<file path="config.mk">
export PLATFORM = sky130hd
export DESIGN_NAME = atpc_back
export DESIGN_NICKNAME = d
export VERILOG_FILES = /design/src/rtl/atpc_pkg.sv /design/src/rtl/atpc_back.sv
export SDC_FILE = /design/constraint.sdc
export NUM_CORES = 1
export LEC_CHECK = 0
export BUFFER_PORTS_ARGS = -buffer_cell sky130_fd_sc_hd__buf_2
export CORE_ASPECT_RATIO = 0.6
export CORE_MARGIN = 4
export CORE_UTILIZATION = 30
export DETAILED_ROUTE_END_ITERATION = 10
export SYNTH_ARGS = -nofsm -noshare
export SYNTH_HDL_FRONTEND = slang
export SYNTH_SLANG_ARGS = --single-unit
</file>
<file path="constraint.sdc">
create_clock -name clk -period 5.1 [get_ports clk]
set_input_delay 0.765 -clock clk [delete_from_list [all_inputs] [get_ports clk]]
set_output_delay 0.765 -clock clk [all_outputs]
set_load 0.005 [all_outputs]
</file>
<file path="src/rtl/atpc_pkg.sv">
// types and constants of the adjacency text parser checker
// no dependencies; used by every module of the block
`timescale 1ns / 1ps

package atpc_pkg;

  localparam int unsigned MAX_NODES   = 65536;
  localparam int unsigned QUEUE_DEPTH = 2;

  localparam int unsigned NUM_W  = 31;
  localparam int unsigned LINE_W = 17;
  localparam int unsigned CNT_W  = 32;

  localparam logic [NUM_W-1:0]  NUM_MAX  = {NUM_W{1'b1}};
  localparam logic [LINE_W-1:0] LINE_MAX = {LINE_W{1'b1}};
  localparam logic [CNT_W-1:0]  CNT_MAX  = {CNT_W{1'b1}};

  // node limit clamp, folded into the line width
  localparam logic [LINE_W-1:0] NODE_CAP =
    (MAX_NODES > int'(LINE_MAX)) ? LINE_MAX : LINE_W'(MAX_NODES);

  localparam logic [7:0] CH_NEWLINE = 8'h0A;
  localparam logic [7:0] CH_COLON   = 8'h3A;
  localparam logic [7:0] CH_ZERO    = 8'h30;
  localparam logic [7:0] CH_NINE    = 8'h39;

  // config register indexes
  localparam logic REG_WEIGHTED   = 1'b0;
  localparam logic REG_NODE_COUNT = 1'b1;

  // input kind codes
  localparam logic KIND_TEXT = 1'b0;
  localparam logic KIND_END  = 1'b1;

  // status codes
  localparam logic [2:0] ST_OK       = 3'd0;
  localparam logic [2:0] ST_EMPTY    = 3'd1;
  localparam logic [2:0] ST_OVERFLOW = 3'd2;
  localparam logic [2:0] ST_FIRST    = 3'd3;
  localparam logic [2:0] ST_RANGE    = 3'd4;
  localparam logic [2:0] ST_DECREASE = 3'd5;
  localparam logic [2:0] ST_WEIGHTS  = 3'd6;
  localparam logic [2:0] ST_LINES    = 3'd7;

  // abort codes, same values as the matching status codes
  localparam logic [1:0] AB_NONE     = 2'd0;
  localparam logic [1:0] AB_EMPTY    = 2'd1;
  localparam logic [1:0] AB_OVERFLOW = 2'd2;

  // one classified input beat
  typedef struct packed {
    logic       is_end;
    logic       is_digit;
    logic [3:0] digit;
    logic       is_newline;
    logic       is_colon;
  } item_t;

  // one result beat
  typedef struct packed {
    logic [NUM_W-1:0]  value;
    logic              is_weight;
    logic [LINE_W-1:0] line_index;
    logic              end_of_line;
    logic [2:0]        status;
    logic              final_res;
  } res_t;

endpackage

</file>
<file path="src/rtl/atpc_back.sv">
// back stage: number assembly, line checks, verdict and output register
// depends on atpc_pkg
`timescale 1ns / 1ps

module atpc_back (
  input  logic                              clk,
  input  logic                              rst,
  input  logic                              q_valid,
  input  atpc_pkg::item_t                   q_item,
  output logic                              q_pop,
  input  logic                              weighted,
  input  logic [atpc_pkg::LINE_W-1:0]       node_count,
  output logic                              out_valid,
  input  logic                              out_ready,
  output atpc_pkg::res_t                    res
);

  localparam int unsigned NUM_W  = atpc_pkg::NUM_W;
  localparam int unsigned LINE_W = atpc_pkg::LINE_W;
  localparam int unsigned CNT_W  = atpc_pkg::CNT_W;
  localparam int unsigned PROD_W = NUM_W + 4;

  // running state
  logic [NUM_W-1:0]  number_accum,       number_accum_next;
  logic              digits_seen,        digits_seen_next;
  logic              overflow_seen,      overflow_seen_next;
  logic              weight_pending,     weight_pending_next;
  logic [LINE_W-1:0] current_line,       current_line_next;
  logic [CNT_W-1:0]  entries_in_line,    entries_in_line_next;
  logic [CNT_W-1:0]  weights_in_line,    weights_in_line_next;
  logic [NUM_W-1:0]  previous_neighbour, previous_neighbour_next;
  logic [1:0]        parse_aborted,      parse_aborted_next;
  logic [2:0]        first_invalid,      first_invalid_next;
  logic [2:0]        line_error,         line_error_next;

  logic              out_valid_next;
  logic              has_res;
  atpc_pkg::res_t    res_c;
  logic [LINE_W-1:0] limit;
  logic [PROD_W-1:0] prod;
  logic [NUM_W-1:0]  val;

  assign q_pop = q_valid && (!out_valid || out_ready);
  assign limit = (node_count > atpc_pkg::NODE_CAP) ? atpc_pkg::NODE_CAP : node_count;
  assign prod  = ({4'b0, number_accum} * PROD_W'(10)) + PROD_W'(q_item.digit);
  assign val   = number_accum;

  always_comb begin
    number_accum_next       = number_accum;
    digits_seen_next        = digits_seen;
    overflow_seen_next      = overflow_seen;
    weight_pending_next     = weight_pending;
    current_line_next       = current_line;
    entries_in_line_next    = entries_in_line;
    weights_in_line_next    = weights_in_line;
    previous_neighbour_next = previous_neighbour;
    parse_aborted_next      = parse_aborted;
    first_invalid_next      = first_invalid;
    line_error_next         = line_error;
    has_res                 = 1'b0;
    res_c                   = '0;

    if (q_item.is_end) begin
      has_res          = 1'b1;
      res_c.final_res  = 1'b1;
      res_c.line_index = current_line;
      if (parse_aborted != atpc_pkg::AB_NONE) begin
        res_c.status = {1'b0, parse_aborted};
      end else if (first_invalid != atpc_pkg::ST_OK) begin
        res_c.status = first_invalid;
      end else if (current_line != limit) begin
        res_c.status = atpc_pkg::ST_LINES;
      end else begin
        res_c.status = atpc_pkg::ST_OK;
      end
      number_accum_next       = '0;
      digits_seen_next        = 1'b0;
      overflow_seen_next      = 1'b0;
      weight_pending_next     = 1'b0;
      current_line_next       = '0;
      entries_in_line_next    = '0;
      weights_in_line_next    = '0;
      previous_neighbour_next = '0;
      parse_aborted_next      = atpc_pkg::AB_NONE;
      first_invalid_next      = atpc_pkg::ST_OK;
      line_error_next         = atpc_pkg::ST_OK;
    end else if (parse_aborted != atpc_pkg::AB_NONE) begin
      has_res = 1'b0;
    end else if (q_item.is_digit) begin
      if (prod > PROD_W'(atpc_pkg::NUM_MAX)) begin
        overflow_seen_next = 1'b1;
        number_accum_next  = atpc_pkg::NUM_MAX;
      end else begin
        number_accum_next = prod[NUM_W-1:0];
      end
      digits_seen_next = 1'b1;
    end else if (!digits_seen || overflow_seen) begin
      parse_aborted_next = digits_seen ? atpc_pkg::AB_OVERFLOW : atpc_pkg::AB_EMPTY;
      has_res            = 1'b1;
      res_c.is_weight    = weight_pending;
      res_c.line_index   = current_line;
      res_c.end_of_line  = q_item.is_newline;
      res_c.status       = {1'b0, parse_aborted_next};
    end else begin
      has_res           = 1'b1;
      res_c.value       = val;
      res_c.is_weight   = weight_pending;
      res_c.line_index  = current_line;
      res_c.end_of_line = q_item.is_newline;
      number_accum_next = '0;
      digits_seen_next  = 1'b0;

      if (weight_pending) begin
        if (weights_in_line != atpc_pkg::CNT_MAX) begin
          weights_in_line_next = weights_in_line + CNT_W'(1);
        end
        weight_pending_next = 1'b0;
      end else begin
        if (entries_in_line == '0) begin
          if (val != NUM_W'(current_line) && line_error_next == atpc_pkg::ST_OK) begin
            line_error_next = atpc_pkg::ST_FIRST;
          end
        end else begin
          if (val >= NUM_W'(limit)) begin
            if (line_error_next == atpc_pkg::ST_OK) begin
              line_error_next = atpc_pkg::ST_RANGE;
            end
          end else if (val < previous_neighbour) begin
            if (line_error_next == atpc_pkg::ST_OK) begin
              line_error_next = atpc_pkg::ST_DECREASE;
            end
          end
          previous_neighbour_next = val;
        end
        if (entries_in_line != atpc_pkg::CNT_MAX) begin
          entries_in_line_next = entries_in_line + CNT_W'(1);
        end
      end

      if (q_item.is_newline) begin
        if (entries_in_line_next == '0) begin
          if (line_error_next == atpc_pkg::ST_OK) begin
            line_error_next = atpc_pkg::ST_FIRST;
          end
        end else if (weighted &&
                     weights_in_line_next != entries_in_line_next - CNT_W'(1)) begin
          if (line_error_next == atpc_pkg::ST_OK) begin
            line_error_next = atpc_pkg::ST_WEIGHTS;
          end
        end
        if (first_invalid_next == atpc_pkg::ST_OK) begin
          first_invalid_next = line_error_next;
        end
        line_error_next         = atpc_pkg::ST_OK;
        entries_in_line_next    = '0;
        weights_in_line_next    = '0;
        previous_neighbour_next = '0;
        weight_pending_next     = 1'b0;
        if (current_line != atpc_pkg::LINE_MAX) begin
          current_line_next = current_line + LINE_W'(1);
        end
      end

      if (q_item.is_colon) begin
        weight_pending_next = 1'b1;
      end

      res_c.status = (first_invalid_next != atpc_pkg::ST_OK) ? first_invalid_next :
                     line_error_next;
    end
  end

  always_comb begin
    if (q_pop && has_res) begin
      out_valid_next = 1'b1;
    end else if (out_ready) begin
      out_valid_next = 1'b0;
    end else begin
      out_valid_next = out_valid;
    end
  end

  always_ff @(posedge clk) begin
    if (rst) begin
      out_valid          <= 1'b0;
      number_accum       <= '0;
      digits_seen        <= 1'b0;
      overflow_seen      <= 1'b0;
      weight_pending     <= 1'b0;
      current_line       <= '0;
      entries_in_line    <= '0;
      weights_in_line    <= '0;
      previous_neighbour <= '0;
      parse_aborted      <= atpc_pkg::AB_NONE;
      first_invalid      <= atpc_pkg::ST_OK;
      line_error         <= atpc_pkg::ST_OK;
    end else begin
      out_valid <= out_valid_next;
      if (q_pop) begin
        number_accum       <= number_accum_next;
        digits_seen        <= digits_seen_next;
        overflow_seen      <= overflow_seen_next;
        weight_pending     <= weight_pending_next;
        current_line       <= current_line_next;
        entries_in_line    <= entries_in_line_next;
        weights_in_line    <= weights_in_line_next;
        previous_neighbour <= previous_neighbour_next;
        parse_aborted      <= parse_aborted_next;
        first_invalid      <= first_invalid_next;
        line_error         <= line_error_next;
      end
    end
  end

  // result payload, loaded only when a new beat is produced
  always_ff @(posedge clk) begin
    if (q_pop && has_res) begin
      res <= res_c;
    end
  end

endmodule

</file>
==> metrics.md <==
| Metric | Value |
|---|---|
| Status | `completed` |
| Leak | `7.77 nW` |
| Number of port buffers | `85` |
| Crit path time final | `4.98 ns` |
| Die footprint | `56900 um^2` |
| Clock transition at path regs | `0.06 ns` |
| Number of remaining DRC errors | `0` |
| Reg2Reg Depth | `16` |
| #FFs+latches synth | `209` |
| Largest net degree at the start of global routing | `75` |
| DR vias/cell | `5.49` |
| Final GP Congestion | `0.968` |
| Min-delay src | `previous_neighbour[20]$_SDFFE_PP0P_` |
| WHS Path Cells | `2` |
| CTS Hold Buffers Added | `0` |
| Worst R2R Start | `number_accum[11]$_SDFFE_PP0P_` |
| Tot Pwr | `4.09 mW` |
| Synth Net Count | `2103` |
| Initial DRC count | `1406` |
| Worst EP required | `5.55 ns` |
| I/O Pins | `86` |
| Seq/Total Area, Yosys | `29.7%` |
| Setup violators final | `0` |
| Hold Slack | `0.498 ns` |
| GRT Total Usage | `17.2%` |
| Setup Crit Path Kind | `register to register` |
| Period utilization | `97.7%` |
| Critical path fanouts, max | `16` |
| Clock Sinks | `209` |
| WP data arrival | `5.43 ns` |
| DR vias | `15300` |
| Transition time of the tightest slew-check pin | `0.925 ns` |
| Startpoint Class | `register` |
| Slowest-stage cell, CP | `or4b_4` |
| Total CTS buffers | `24` |
| Critical Path Start | `number_accum[11]$_SDFFE_PP0P_` |
| H-tree Lvls | `1` |
| Core ar. | `52500 um^2` |
| Initial antenna violation count | `1` |
| CTS tree | `built` |
| Worst-path cell chain | `ha_4, ha_4, a21o_1, a211o_1, a2111o_1, or4_1, o211ai_1, xor2_1, or3_1, or4b_4, or4_4, a22oi_2, buf_4, buf_12, o21ai_0, a21oi_1` |
| HPWL Detailed | `38900 um` |
| Final setup TNS | `0 ns` |
| Layout cells sized above 1 | `15.5%` |
| DRT Wirelength | `51900 um` |
| Die Wd | `305 um` |
| Unique masters post-synth | `100` |
| Post-DRT Antenna Nets | `0` |
| Peak VDD IR | `0.243 mV` |
| Final Net Count | `2211` |
| Mapped Area | `15900 um^2` |
| Vias in the first global route | `13800` |
| Post-synth ARST share | `0%` |
| Max-cap violations | `0` |
| First-pass GRT wire length | `79900 um` |
| Clk_lat worst skew | `0.55 ns` |
| Slew headroom | `38.1%` |
| Area Overhead vs Synth | `17.3%` |
| Clk root buf | `clkbuf_16` |
| Drt pass-1 iters | `5` |
| Syn Inst Count | `1957` |
| Avg WL per Cell | `18.6 um` |
| Pwr dens | `219 nW/um^2` |
| Row count | `65` |
| CP most frequent cell | `ha_4` |
| Total grt overflow | `0` |
| Non-Filler Instances | `2787` |
| Ys Warns | `0` |
| Hold Crit Class | `register to register` |
| Chip height | `186 um` |
| Starting density of the core | `30.3%` |
| Placed insts | `2737` |
| Clock buffer depth | `3` |
| CP Capture Type | `register` |
| Ys flop type | `dfxtp_1` |
| Fmax | `201 MHz` |
| Clock skew | `0.0355 ns` |
| Max-slew violation count | `0` |
| Post-Syn Area per Cell | `8.13 um^2` |
| Max incr delay on CP | `0.50 ns` |
| Post-synth EDFFs | `54` |
| Final Hold Viols | `0` |
## per-stage QoR
step	utilization [%]	area (um^2)	setup slack [ns]
final	35.5	18700	0.120
after global routing	35.5	18700	-0.0702
after CTS	35.1	18500	0.0205
after detailed placement	33.3	17500	0.0509
after global placement	33.3	17500	0.102
after floorplan	-	15900	0.139
## flip-flops by register name, indices dropped and copies added, names as in the netlist
register            count
overflow_seen           1
weight_pending          1
number_accum           31
previous_neighbour     31
digits_seen             1
out_valid               1
entries_in_line        32
res                    54
first_invalid           3
weights_in_line        32
current_line           17
parse_aborted           2
line_error              3
## where the power goes
group	internal, mW	switching, mW	total [mW]
Clock	1.31	0.760	2.07
Sequential	1.73	0.0122	1.74
Combinational	0.0883	0.189	0.278
Total	3.13	0.962	4.09
## cells in the final DEF, fill, tap and decap left out, types with 13 or more instances in the layout
cell type	instances
a21o_1	31
a21oi_1	128
a22oi_1	52
and2_1	15
and3_1	64
buf_2	84
buf_4	115
clkbuf_16	25
dfxtp_1	149
edfxtp_1	54
ha_1	108
inv_1	58
nand2_1	148
nand2b_1	13
nand3_1	54
nand4_1	41
nor2_1	229
nor2b_1	30
nor3_1	67
nor4_1	34
o21ai_0	103
or2_2	16
or3_1	21
xnor2_1	114
xor2_1	74
## final timing paths
kind	endpoint	slack, ns
worst max register to register	number_accum[24]$_SDFFE_PP0P_	0.12
worst min-delay path	previous_neighbour[20]$_SDFFE_PP0P_	0.50
worst min register to register	previous_neighbour[20]$_SDFFE_PP0P_	0.50
worst max-delay path	number_accum[24]$_SDFFE_PP0P_	0.12
## synth_stat cells, drive strengths merged (6+ instances only)
master / count / area share, %
a211o: 8 / 0.44
a211oi: 13 / 0.69
a21o: 31 / 1.5
a21oi: 130 / 4.1
a22oi: 53 / 2.5
a311oi: 6 / 0.33
a31oi: 11 / 0.43
and2: 17 / 0.67
and3: 65 / 2.6
and4: 10 / 0.57
buf: 20 / 0.96
clkbuf: 101 / 3.0
dfxtp: 155 / 19
edfxtp: 54 / 10
ha: 114 / 9.0
inv: 58 / 1.4
mux2i: 7 / 0.44
nand2: 148 / 3.5
nand2b: 13 / 0.51
nand3: 54 / 1.7
nand4: 44 / 2.0
nor2: 231 / 5.5
nor2b: 31 / 1.2
nor3: 69 / 2.2
nor3b: 6 / 0.35
nor4: 37 / 1.5
o211ai: 10 / 0.47
o21a: 9 / 0.42
o21ai: 107 / 3.4
o21bai: 7 / 0.35
o31ai: 7 / 0.33
or2: 17 / 0.67
or3: 23 / 0.92
or4: 15 / 0.72
xnor2: 114 / 6.3
xor2: 74 / 4.1
## kinds of logic (layout without fill, tap and decap cells)
| kind of cell | Yosys count | in the layout | share of synthesized area, % |
|---|---|---|---|
| AOI/OAI and AO/OA | 450 | 450 | 18.4 |
| xor gates and xnor gates | 190 | 190 | 10.6 |
| adders and majority gates | 116 | 116 | 9.21 |
| buffers and inverters | 179 | 305 | 5.37 |
| DFF | 209 | 209 | 29.7 |
| muxes | 10 | 10 | 0.652 |
| other | 0 | 1 | 0 |
| and+or+nand+nor | 803 | 803 | 26.1 |
## critical path: cells and delay by family (launching register included)
family	cells	cell delay (ns)
xor+xnor	1	0.12
fa+ha+maj	2	0.41
flops	1	0.43
simple gates	4	1.86
compound gates	7	1.76
buf+inv	2	0.29
## layout make-up
| class | count | area, um^2 |
|---|---|---|
| multi-input cells | 1569 | 10500 |
| well taps | 703 | 880 |
| fillers | 5398 | 33900 |
| diodes | 1 | 2.50 |
| repair buffers | 203 | 1370 |
| clock inverters | 16 | 299 |
| inverters | 58 | 218 |
| flip-flops and latches | 209 | 4730 |
| clock buffers | 28 | 646 |
## what timing repair did
item,CTS,global route
buffers inserted,0,4
setup endpoints to repair,0,36
gates resized for setup,0,32
hold endpoints to repair,0,0
## metal layers
layer / part of all wire [%] / vias up / GRT usage (%) / wire length, um
met4: 2.0 / 2 / 3.35 / 1060
met3: 9.4 / 82 / 4.55 / 4880
met1: 51 / 7323 / 27.6 / 26500
met2: 37 / 587 / 22.2 / 19400
li1: - / 7316 / - / -
met5: 0.15 / - / 0.997 / 78
No activity file was read; power rests on OpenSTA's default activity.
